[config.mk]
export PLATFORM = sky130hd
export DESIGN_NAME = least_loaded_server_assign_unit
export DESIGN_NICKNAME = d
export VERILOG_FILES = /design/src/rtl/core/llsa_pkg.sv /design/src/rtl/core/llsa_ctrl.sv /design/src/rtl/core/llsa_dp.sv /design/src/rtl/core/least_loaded_server_assign_unit.sv
export SDC_FILE = /design/constraint.sdc
export NUM_CORES = 1
export LEC_CHECK = 0
export BUFFER_PORTS_ARGS = -buffer_cell sky130_fd_sc_hd__buf_2
export CAP_MARGIN = 25
export CORE_AREA = 2 2 301 303
export DETAILED_ROUTE_END_ITERATION = 6
export DIE_AREA = 0 0 303 305
export PLACE_DENSITY_LB_ADDON = 0.3
export SLEW_MARGIN = 5
export SYNTH_ARGS = -nofsm -noshare
export SYNTH_HDL_FRONTEND = slang
export SYNTH_SLANG_ARGS = --single-unit
[constraint.sdc]
create_clock -name clk -period 5.23 [get_ports clk]
set_input_delay 1.046 -clock clk [delete_from_list [all_inputs] [get_ports clk]]
set_output_delay 1.046 -clock clk [all_outputs]
set_load 0.02 [all_outputs]
[src/rtl/core/llsa_pkg.sv]
package llsa_pkg;

    localparam int MAX_SERVERS_DEF = 16;
    localparam int NS_W            = 5;
    localparam int SRV_W           = 5;
    localparam int LOAD_W          = 32;
    localparam int JOB_W           = 16;

    localparam logic [NS_W-1:0]   NUM_SERVERS_RST = NS_W'(16);
    localparam logic [LOAD_W-1:0] LOAD_MAX        = {LOAD_W{1'b1}};

    localparam logic CMD_CLEAR = 1'b0;
    localparam logic CMD_JOB   = 1'b1;

    typedef struct packed {
        logic capture;
        logic clear_all;
        logic scan_start;
        logic update;
        logic publish;
    } dp_cmd_t;

    typedef struct packed {
        logic search_idle;
        logic cache_valid;
    } dp_status_t;

endpackage

[src/rtl/core/llsa_ctrl.sv]
module llsa_ctrl (
    input  logic                clk,
    input  logic                rst_n,
    input  logic                in_valid,
    output logic                in_ready,
    input  logic                cmd,
    output logic                out_valid,
    input  logic                out_ready,
    output llsa_pkg::dp_cmd_t   dp_cmd,
    input  llsa_pkg::dp_status_t dp_status
);
    import llsa_pkg::*;

    typedef enum logic [2:0] {
        ST_IDLE,
        ST_SCAN_A,
        ST_UPDATE,
        ST_SCAN_B,
        ST_PUBLISH
    } state_t;

    state_t state_reg;
    state_t state_next;
    logic   out_valid_reg;
    logic   out_valid_next;
    logic   accept;
    logic   out_free;

    assign in_ready  = (state_reg == ST_IDLE);
    assign out_valid = out_valid_reg;
    assign accept    = in_valid && in_ready;
    assign out_free  = !out_valid_reg || out_ready;

    always_comb
    begin
        state_next     = state_reg;
        out_valid_next = out_valid_reg && !out_ready;
        dp_cmd         = '0;
        case (state_reg)
            ST_IDLE:
            begin
                if (accept)
                begin
                    dp_cmd.capture = 1'b1;
                    if (cmd == CMD_CLEAR)
                    begin
                        dp_cmd.clear_all = 1'b1;
                        state_next       = ST_PUBLISH;
                    end
                    else if (dp_status.cache_valid)
                    begin
                        state_next = ST_UPDATE;
                    end
                    else
                    begin
                        dp_cmd.scan_start = 1'b1;
                        state_next        = ST_SCAN_A;
                    end
                end
            end
            ST_SCAN_A:
            begin
                if (dp_status.search_idle)
                begin
                    state_next = ST_UPDATE;
                end
            end
            ST_UPDATE:
            begin
                dp_cmd.update     = 1'b1;
                dp_cmd.scan_start = 1'b1;
                state_next        = ST_SCAN_B;
            end
            ST_SCAN_B:
            begin
                if (dp_status.search_idle)
                begin
                    state_next = ST_PUBLISH;
                end
            end
            ST_PUBLISH:
            begin
                if (out_free)
                begin
                    dp_cmd.publish = 1'b1;
                    out_valid_next = 1'b1;
                    state_next     = ST_IDLE;
                end
            end
            default:
            begin
                state_next = ST_IDLE;
            end
        endcase
    end

    always_ff @(posedge clk or negedge rst_n)
    begin
        if (!rst_n)
        begin
            state_reg     <= ST_IDLE;
            out_valid_reg <= 1'b0;
        end
        else
        begin
            state_reg     <= state_next;
            out_valid_reg <= out_valid_next;
        end
    end

endmodule

[src/rtl/core/llsa_dp.sv]
module llsa_dp #(
    parameter int MAX_SERVERS = llsa_pkg::MAX_SERVERS_DEF
) (
    input  logic                         clk,
    input  logic                         rst_n,
    input  logic                         cfg_we,
    input  logic [llsa_pkg::NS_W-1:0]    cfg_data,
    input  logic [llsa_pkg::JOB_W-1:0]   job_time,
    input  llsa_pkg::dp_cmd_t            dp_cmd,
    output llsa_pkg::dp_status_t         dp_status,
    output logic [llsa_pkg::SRV_W-1:0]   assigned_server,
    output logic [llsa_pkg::SRV_W-1:0]   next_server,
    output logic                         saturated
);
    import llsa_pkg::*;

    localparam int IDX_W = (MAX_SERVERS > 1) ? $clog2(MAX_SERVERS) : 1;
    localparam int CNT_W = $clog2(MAX_SERVERS + 1);
    localparam int CMP_W = (CNT_W > NS_W) ? CNT_W : NS_W;

    logic [LOAD_W-1:0] load_mem [MAX_SERVERS];
    logic [MAX_SERVERS-1:0] valid_reg;

    logic [NS_W-1:0]   num_servers_reg;
    logic              cache_valid_reg;
    logic              scan_busy_reg;
    logic              cmp_pending_reg;
    logic              first_reg;
    logic [IDX_W-1:0]  scan_addr_reg;
    logic [IDX_W-1:0]  cmp_idx_reg;
    logic [LOAD_W-1:0] rd_data_reg;
    logic              rd_vld_reg;
    logic [IDX_W-1:0]  best_idx_reg;
    logic [LOAD_W-1:0] best_load_reg;
    logic [JOB_W-1:0]  job_reg;
    logic [SRV_W-1:0]  asg_reg;
    logic              sat_reg;
    logic [SRV_W-1:0]  out_asg_reg;
    logic [SRV_W-1:0]  out_next_reg;
    logic              out_sat_reg;

    logic [CMP_W-1:0]  ns_ext;
    logic [CMP_W-1:0]  last_ext;
    logic [IDX_W-1:0]  last_idx;
    logic [LOAD_W-1:0] read_load;
    logic              take;
    logic [LOAD_W:0]   sum;
    logic [IDX_W:0]    best_num;

    assign ns_ext = CMP_W'(num_servers_reg);

    always_comb
    begin
        if (ns_ext == '0)
        begin
            last_ext = '0;
        end
        else if (ns_ext > CMP_W'(MAX_SERVERS))
        begin
            last_ext = CMP_W'(MAX_SERVERS - 1);
        end
        else
        begin
            last_ext = ns_ext - CMP_W'(1);
        end
    end

    assign last_idx  = last_ext[IDX_W-1:0];
    assign read_load = rd_vld_reg ? rd_data_reg : '0;
    assign take      = cmp_pending_reg && (first_reg || (read_load < best_load_reg));
    assign sum       = {1'b0, best_load_reg} + (LOAD_W+1)'(job_reg);
    assign best_num  = {1'b0, best_idx_reg} + (IDX_W+1)'(1);

    assign dp_status.search_idle = !scan_busy_reg && !cmp_pending_reg;
    assign dp_status.cache_valid = cache_valid_reg;

    assign assigned_server = out_asg_reg;
    assign next_server     = out_next_reg;
    assign saturated       = out_sat_reg;

    always_ff @(posedge clk or negedge rst_n)
    begin
        if (!rst_n)
        begin
            num_servers_reg <= NUM_SERVERS_RST;
            cache_valid_reg <= 1'b0;
            scan_busy_reg   <= 1'b0;
            cmp_pending_reg <= 1'b0;
            first_reg       <= 1'b0;
            scan_addr_reg   <= '0;
            valid_reg       <= '0;
        end
        else
        begin
            if (cfg_we)
            begin
                num_servers_reg <= cfg_data;
            end

            if (cfg_we)
            begin
                cache_valid_reg <= 1'b0;
            end
            else if (dp_cmd.clear_all || (cmp_pending_reg && !scan_busy_reg))
            begin
                cache_valid_reg <= 1'b1;
            end

            if (dp_cmd.clear_all)
            begin
                valid_reg <= '0;
            end
            else if (dp_cmd.update)
            begin
                valid_reg[best_idx_reg] <= 1'b1;
            end

            cmp_pending_reg <= scan_busy_reg;
            if (dp_cmd.scan_start)
            begin
                scan_busy_reg <= 1'b1;
                scan_addr_reg <= '0;
                first_reg     <= 1'b1;
            end
            else
            begin
                if (scan_busy_reg)
                begin
                    scan_addr_reg <= scan_addr_reg + IDX_W'(1);
                    if (scan_addr_reg == last_idx)
                    begin
                        scan_busy_reg <= 1'b0;
                    end
                end
                if (cmp_pending_reg)
                begin
                    first_reg <= 1'b0;
                end
            end
        end
    end

    always_ff @(posedge clk)
    begin
        rd_data_reg <= load_mem[scan_addr_reg];
        rd_vld_reg  <= valid_reg[scan_addr_reg];
        cmp_idx_reg <= scan_addr_reg;

        if (dp_cmd.update)
        begin
            load_mem[best_idx_reg] <= sum[LOAD_W] ? LOAD_MAX : sum[LOAD_W-1:0];
        end

        if (dp_cmd.capture)
        begin
            job_reg <= job_time;
        end

        if (dp_cmd.clear_all)
        begin
            best_idx_reg  <= '0;
            best_load_reg <= '0;
            asg_reg       <= '0;
            sat_reg       <= 1'b0;
        end
        else
        begin
            if (take)
            begin
                best_idx_reg  <= cmp_idx_reg;
                best_load_reg <= read_load;
            end
            if (dp_cmd.update)
            begin
                asg_reg <= SRV_W'(best_num);
                sat_reg <= sum[LOAD_W];
            end
        end

        if (dp_cmd.publish)
        begin
            out_asg_reg  <= asg_reg;
            out_next_reg <= SRV_W'(best_num);
            out_sat_reg  <= sat_reg;
        end
    end

endmodule

[src/rtl/core/least_loaded_server_assign_unit.sv]
// Channel   Signals                                         Direction
// request   in_valid, in_ready, cmd, job_time               in
// result    out_valid, out_ready, assigned_server,
//           next_server, saturated                          out
// config    cfg_valid, cfg_ready, cfg_data (num_servers)    in
//
// A clear request skips the search and is published when the output is free.
// A job request runs the one-entry-per-cycle minimum search over the loads
// of the active servers in the load memory; a job that follows reset or a
// configuration write first runs an extra search to fill the cached minimum.
// Reset clears all loads through per-server valid bits, with no clearing pass.
// A result waits in its output register while the next request is worked on.
module least_loaded_server_assign_unit #(
    parameter int MAX_SERVERS = llsa_pkg::MAX_SERVERS_DEF
) (
    input  logic                         clk,
    input  logic                         rst_n,
    input  logic                         cfg_valid,
    output logic                         cfg_ready,
    input  logic [llsa_pkg::NS_W-1:0]    cfg_data,
    input  logic                         in_valid,
    output logic                         in_ready,
    input  logic                         cmd,
    input  logic [llsa_pkg::JOB_W-1:0]   job_time,
    output logic                         out_valid,
    input  logic                         out_ready,
    output logic [llsa_pkg::SRV_W-1:0]   assigned_server,
    output logic [llsa_pkg::SRV_W-1:0]   next_server,
    output logic                         saturated
);
    import llsa_pkg::*;

    dp_cmd_t    dp_cmd;
    dp_status_t dp_status;

    assign cfg_ready = 1'b1;

    llsa_ctrl u_ctrl (
        .clk       (clk),
        .rst_n     (rst_n),
        .in_valid  (in_valid),
        .in_ready  (in_ready),
        .cmd       (cmd),
        .out_valid (out_valid),
        .out_ready (out_ready),
        .dp_cmd    (dp_cmd),
        .dp_status (dp_status)
    );

    llsa_dp #(
        .MAX_SERVERS (MAX_SERVERS)
    ) u_dp (
        .clk             (clk),
        .rst_n           (rst_n),
        .cfg_we          (cfg_valid && cfg_ready),
        .cfg_data        (cfg_data),
        .job_time        (job_time),
        .dp_cmd          (dp_cmd),
        .dp_status       (dp_status),
        .assigned_server (assigned_server),
        .next_server     (next_server),
        .saturated       (saturated)
    );

endmodule

==> results of run 1 <==
==> layer usage <==
metal  vias up  wire (microns)  track usage [%]
li1       6013               -                -
met5         -               0                0
met1      7251           28600             19.2
met4         0             993             3.72
met3        64            3000             2.42
met2       334           30800             22.7
==> cell usage after synthesis (all sizes together), types with 3 or more instances <==
master   instances  share of area (%)
a2111oi          3               0.17
a211oi          11               0.31
a21boi           3              0.085
a21o            10               0.28
a21oi           33               0.62
a31oi            8               0.19
and2            34               0.80
and3             9               0.21
and4             3              0.099
buf             34               0.84
clkbuf          39               0.56
dfrtp           32                3.0
dfxtp           79                6.0
edfxtp         539                 61
ha              53                2.5
inv             42               0.60
mux2             8               0.34
mux2i           43                1.6
mux4           165                 14
nand2          116                1.6
nand2b           8               0.19
nand3           19               0.38
nand4           16               0.38
nor2            56               0.79
nor2b            7               0.17
nor3            12               0.23
o21a            12               0.34
o21ai           31               0.59
o22a             4               0.14
o22ai            5               0.14
o31ai            3              0.085
xnor2            9               0.30
xor2             8               0.26
==> layout make-up <==
class                      count  area share (%)
multi-input combinational    715            24.5
inverter                      42           0.517
clock buffer                  94            6.27
tap                         1176            4.82
sequential                   651            61.0
clock inverter                30            1.10
timing repair buffer          80            1.85
==> final timing paths <==
path / startpoint / to / depth (start not counted)
hold reg to reg: u_dp.asg_reg[0] / u_dp.assigned_server[0] / 0
hold / removal: u_dp.asg_reg[0] / u_dp.assigned_server[0] / 0
max in group asynchronous: rst_n / u_dp.scan_addr_reg[0] / 1
setup / recovery: u_dp.job_reg[0] / u_dp.load_mem[10][11] / 10
min in group asynchronous: rst_n / u_dp.ns_ext[1] / 1
setup reg to reg: u_dp.job_reg[0] / u_dp.load_mem[10][11] / 10
==> worst register-to-register path: cells and delay by family, from the launching register on <==
family	cells	cell delay, ns
AOI/OAI and AO/OA	4	1.24
adders and majority gates	2	0.68
buffers and inverters	2	0.53
DFF	1	0.37
and+or+nand+nor	2	0.68
==> power by group <==
group          internal, W  switching, W  leakage (nW)
Combinational      0.00236       0.00303          3.18
Sequential         0.00698      0.000492          5.97
Clock              0.00287       0.00198          1.09
==> stage by stage <==
stage          power (W)  instance area, sq um
4_1_cts           0.0180                 30500
5_1_grt           0.0187                 30500
3_3_place_gp      0.0129                 28200
3_5_place_dp      0.0130                 28200
2_1_floorplan     0.0114                 26500
6_report          0.0177                 30500
==> logic make-up (layout without fill, tap and decap cells) <==
family	Yosys count	in the layout	share of synthesized area, %
flip-flops	651	651	70.2
XOR/XNOR	17	17	0.563
adder cells (fa/ha/maj)	56	56	2.66
multiplexers	216	216	16.0
buffers and inverters	115	246	1.99
AND/OR/NAND/NOR	287	287	5.07
other	1	1	0.0142
AO/OA/AOI/OAI	138	138	3.45
==> impl_metrics.csv, run 1 <==
group,metric,value,unit
status,status,"complete, but fails checks",
status,failed_checks,"DRC",
placement,io_buffers,39,
grt,first_global_vias,14140,
route,viasPerCell,4.90,
floorplanning,io-pin-count,41,
grt,grt_pass1_wl,93900,microns
route,ant_nets,0,
synthesis,synth.cell_area,26500,sq um
power,vdd_drop_max,0.247,mV
worst_setup_path,crit_type,"reg2reg",
timing,hold_viol,0,
cells_and_area,instances_no_fill,2788,
cells_and_area,multi_input_area,7470,sq um
cells_and_area,drive_gt1_share,23.5,%
worst_setup_path,end_kind,"register",
placement,dpl.hpwl,36300,microns
floorplanning,die_y,305,microns
clocking,clk_path_buf_depth,3,
worst_setup_path,critPathRequiredTime,5.58,ns
timing,worst_pin_slew,1.04,ns
power,power.leakage,10.2,nW
timing,fin_ws,1.47,ns
clocking,htreeDepth,3,
route,avgRoutedWirePerCell,22.7,microns
route,dr.pass1.iters,7,
clocking,tritoncts,"yes",
worst_setup_path,cp_cell_sequence,"ha_1 > fa_1 > a211oi_1 > o2111ai_1 > nand3_1 > o22ai_2 > nand3_2 > buf_4 > o21ai_0 > buf_4",
timing,period_share,71.9,%
min_path,worstHoldPathType,"reg2reg",
worst_setup_path,crit_arrival,4.11,ns
cells_and_area,num_antenna_cells,0,
clocking,cts_resized,0,
floorplanning,initial_core_util,29.6,%
cells_and_area,final_common_cell,"edfxtp_1",
clocking,clk_latency,0.61,ns
synthesis,ys_seq_elements,651,
worst_setup_path,reg2reg_setup_slack,1.47,ns
floorplanning,fp-row-count,110,
cells_and_area,mostFrequentLayoutCells,"edfxtp_1, mux4_2, nand2_1",
route,drc,6,
cells_and_area,area_growth,15.3,%
clocking,numCtsBuffers,68,
worst_setup_path,crit_fanout,14,
synthesis,syn-num-nets,1562,
clocking,ctsHoldBuffers,0,
worst_setup_path,crit_buf_inv,2,
timing,maxSlewHeadroom,30.7,%
worst_setup_path,path_delay_family,"compound AO/OA/AOI/OAI gates",
synthesis,syn_area_per_cell,17.9,sq um
cells_and_area,seq_area,18600,sq um
clocking,clockRootBuffer,"clkbuf_16",
route,wl,63400,microns
clocking,cts_setup_buffers,0,
clocking,path_clk_slew,0.06,ns
timing,final_max_slew_viol_count,0,
timing,setup_violations,0,
grt,overflow,0,
timing,period_needed,3.76,ns
cells_and_area,fin_util,34.2,%
placement,place_inst,2658,
cells_and_area,fill_cells,8349,
synthesis,async_reset_ff_share,5.07,%
timing,hold_ws,0.437,ns
placement,place_ws,1.26,ns
cells_and_area,final_nets,1639,
floorplanning,die_w,303,microns
synthesis,synth_top_flop_cell,"edfxtp_1",
placement,gp_congestion,0.853,
cells_and_area,largest_reg_flops,512,
worst_setup_path,cp-start-kind,"register",
synthesis,ys_warn_count,0,
run,maxCapViolations,0,
timing,grt_setup_unrepaired,"no",
clocking,clock_sinks,651,
timing,max_freq,266,MHz
synthesis,seq_area_frac_synth,70.2,%
grt,gr-usage-all-layers,13.9,%
floorplanning,coreArea,89300,sq um
worst_setup_path,slowest_stage,"a211oi_1",
grt,antenna_found_initial,1,
synthesis,syn_inst,1481,
worst_setup_path,cpMostUsedCell,"buf_4",
synthesis,yosysUniqueCellTypes,64,
synthesis,synth_edf_count,539,
power,powerDensity,580,nW/um^2
timing,setup_tns,0,ns
timing,skew,0.0212,ns
route,drt_iter0_markers,865,
worst_setup_path,crit_path_max_incr_delay,0.45,ns
grt,grt_max_degree,82,
route,vias,13662,
floorplanning,die_area,92400,sq um
(Power assumes the default switching activity.)
==> run 2: changes to the inputs <==
--- a/config.mk
+++ b/config.mk
@@ -5,11 +5,12 @@
 export SDC_FILE = /design/constraint.sdc
 export NUM_CORES = 1
 export LEC_CHECK = 0
+export ABC_AREA = 1
 export BUFFER_PORTS_ARGS = -buffer_cell sky130_fd_sc_hd__buf_2
 export CAP_MARGIN = 25
-export CORE_AREA = 2 2 301 303
+export CORE_AREA = 2 2 304 306
 export DETAILED_ROUTE_END_ITERATION = 6
-export DIE_AREA = 0 0 303 305
+export DIE_AREA = 0 0 306 308
 export PLACE_DENSITY_LB_ADDON = 0.3
 export SLEW_MARGIN = 5
 export SYNTH_ARGS = -nofsm -noshare
==> constraint.sdc (replaced) <==
create_clock -name clk -period 3.6 [get_ports clk]
set_input_delay 0.72 -clock clk [delete_from_list [all_inputs] [get_ports clk]]
set_output_delay 0.72 -clock clk [all_outputs]
set_load 0.02 [all_outputs]
==> run 2 against run 1 <==
Against the previous run:
- the flow now finishes without violations
- critical path depth up 1
- sequential share of layout area is 1.5 points lower
- area after synthesis increased by 2.3%
- sequential power is 51% higher
- final cell count increased by 30%
- power increased by 62%
- largest cell class unchanged
- largest power group unchanged
==> impl_metrics.csv, run 2 <==
group,metric,value,unit
synthesis,synth_top_flop_cell,"edfxtp_1",
timing,skew,0.0263,ns
cells_and_area,num_antenna_cells,0,
worst_setup_path,critPathRequiredTime,3.79,ns
route,ant_nets,0,
synthesis,async_reset_ff_share,5.07,%
synthesis,syn-num-nets,2438,
route,avgRoutedWirePerCell,20.6,microns
route,drc,0,
worst_setup_path,r2r-end,"u_dp.load_mem[1][15]",
route,wl,75000,microns
worst_setup_path,crit_arrival,3.23,ns
synthesis,yosysUniqueCellTypes,39,
timing,period_needed,3.04,ns
timing,fin_ws,0.565,ns
floorplanning,die_w,306,microns
synthesis,ys_seq_elements,651,
worst_setup_path,crit_end,"u_dp.load_mem[1][15]",
clocking,htreeDepth,3,
synthesis,synth_top_cell_by_area,"edfxtp_1",
synthesis,synth_top_family_by_area,"compound AO/OA/AOI/OAI gates",
floorplanning,initial_core_util,29.8,%
placement,gp_congestion,0.898,
cells_and_area,drive_gt1_share,10.1,%
timing,max_freq,329,MHz
worst_setup_path,crit_fanout,22,
timing,period_share,84.3,%
cells_and_area,instances_no_fill,3634,
clocking,clk_path_buf_depth,3,
synthesis,ys_warn_count,0,
worst_setup_path,worstRegToRegCells,11,
worst_setup_path,crit_path_max_incr_delay,0.41,ns
worst_setup_path,cp-start-kind,"register",
synthesis,synth-compound-area-share,12.2,%
synthesis,syn_inst,2357,
synthesis,synth-simple-area-share,12.0,%
clocking,path_clk_slew,0.07,ns
worst_setup_path,path_delay_family,"simple AND/OR/NAND/NOR gates",
timing,maxSlewHeadroom,38.9,%
cells_and_area,final_nets,2477,
worst_setup_path,slowest_stage,"fa_1",
clocking,ctsHoldBuffers,0,
worst_setup_path,crit_path_start,"u_dp.job_reg[0]",
synthesis,synthMuxAreaShare,0,%
timing,setup_tns,0,ns
route,drt_iter0_markers,1370,
clocking,clockRootBuffer,"clkbuf_16",
synthesis,synthAdderAreaFrac,2.52,%
floorplanning,io-pin-count,41,
synthesis,post-synth-top-count-cell,"edfxtp_1",
clocking,cts_resized,0,
cells_and_area,final_common_cell,"edfxtp_1",
worst_setup_path,end_kind,"register",
worst_setup_path,worst-path-stages,11,
route,viasPerCell,5.09,
grt,gr-usage-all-layers,15.8,%
cells_and_area,area_growth,15.5,%
placement,place_inst,3511,
worst_setup_path,cp_cell_sequence,"ha_1 > fa_1 > nand3_1 > nand2_1 > a21oi_2 > o21bai_2 > nand2_1 > nand2_1 > nand4_1 > buf_12 > nand3_1",
synthesis,synth_area_leaders,"edfxtp_1, dfxtp_1, nor2_1",
timing,hold_viol,0,
grt,grt_pass1_wl,113000,microns
synthesis,synth_common_cells,"edfxtp_1, nor2_1, o21ai_0",
power,vdd_drop_max,0.602,mV
cells_and_area,mostFrequentLayoutCells,"edfxtp_1, nor2_1, o21ai_0",
status,status,"completed",
worst_setup_path,timing.rr.start,"u_dp.job_reg[0]",
timing,worst_pin_slew,0.917,ns
synthesis,synth_top_area_share,59.8,%
timing,setup_violations,0,
grt,antenna_found_initial,0,
placement,place_ws,0.526,ns
clocking,numCtsBuffers,68,
timing,final_max_slew_viol_count,0,
clocking,cts_setup_buffers,0,
clocking,clk_latency,0.61,ns
synthesis,synth_edf_count,539,
synthesis,syn_area_per_cell,11.5,sq um
placement,io_buffers,39,
synthesis,synthXorXnorAreaFrac,0.485,%
cells_and_area,largest_reg_flops,512,
route,dr.pass1.iters,5,
clocking,tritoncts,"yes",
min_path,worstHoldPathType,"in2async",
grt,overflow,0,
clocking,clock_sinks,651,
timing,grt_setup_unrepaired,"no",
worst_setup_path,crit_type,"reg2reg",
floorplanning,die_area,94200,sq um
power,power.leakage,11.3,nW
floorplanning,fp-row-count,111,
route,vias,18494,
placement,dpl.hpwl,41900,microns
power,powerDensity,916,nW/um^2
worst_setup_path,cpMostUsedCell,"nand2_1",
worst_setup_path,crit_buf_inv,1,
synthesis,seq_area_frac_synth,68.7,%
floorplanning,coreArea,91000,sq um
floorplanning,die_y,308,microns
grt,first_global_vias,18296,
synthesis,synth.cell_area,27100,sq um
grt,grt_max_degree,158,
run,maxCapViolations,0,
worst_setup_path,reg2reg_setup_slack,0.56,ns
run 2: cell count changes after synthesis, moves of 33 or more:
| cell | previous run | this run |
|---|---|---|
| nand2_1 | 116 | 254 |
| inv_1 | 42 | 136 |
| clkbuf_1 | 38 | 102 |
| mux2i_1 | 43 | 0 |
| nand3_1 | 18 | 99 |
| o21ai_0 | 22 | 293 |
| mux4_2 | 165 | 0 |
| and2_1 | 33 | 0 |
| o22ai_1 | 4 | 37 |
| o221ai_1 | 2 | 94 |
| a21oi_1 | 33 | 73 |
| o211ai_1 | 2 | 39 |
| nor2_1 | 56 | 402 |
run 2: layer usage:
layer / global-route usage, % / vias to the layer above / share of wire (%)
met5: 0 / - / 0
met4: 5.67 / 0 / 2.7
met3: 2.38 / 112 / 5.5
met2: 26.5 / 550 / 48
met1: 20.8 / 9289 / 44
li1: - / 8543 / -
run 2: area by class of cell:
class | instances | area (sq um)
clock buffers | 93 | 1880
clock inverters | 29 | 342
fillers | 8821 | 59700
inverters | 142 | 539
multi-input cells | 1428 | 7500
flip-flops and latches | 651 | 18600
well taps | 1186 | 1480
repair buffers | 105 | 928
run 2: worst min path at each step:
| stage | end | slack (ns) | cells after the start |
|---|---|---|---|
| floorplan | u_dp.cmp_idx_reg[2] | 0.35 | 0 |
| global placement | u_dp.assigned_server[1] | 0.42 | 0 |
| detailed placement | u_dp.assigned_server[4] | 0.42 | 0 |
| CTS | u_dp.valid_reg[13] | 0.18 | 1 |
| global route | u_ctrl.state_reg[0] | 0.24 | 1 |
| finish | u_ctrl.out_valid | 0.19 | 1 |
run 2: through the flow:
stage	power (W)	utilization (%)	hold slack (ns)	cell area (sq um)
5_1_grt	0.0305	34.4	0.235	31300
6_report	0.0287	34.4	0.190	31300
2_1_floorplan	0.0181	-	0.345	27100
3_3_place_gp	0.0214	31.9	0.422	29000
3_5_place_dp	0.0217	31.9	0.422	29100
4_1_cts	0.0289	34.4	0.182	31300
run 2: logic make-up after synthesis:
logic type	after synthesis
buffers and inverters	278
XOR/XNOR	15
adder cells (fa/ha/maj)	54
flip-flops	651
AO/OA/AOI/OAI	553
other	1
AND/OR/NAND/NOR	805
run 2: where the power goes:
group / switching [W] / internal [W] / total [W]
logic: 0.00722 / 0.00307 / 0.0103
clock network: 0.00289 / 0.00418 / 0.00707
registers: 0.000611 / 0.0107 / 0.0113
total: 0.0107 / 0.0179 / 0.0287
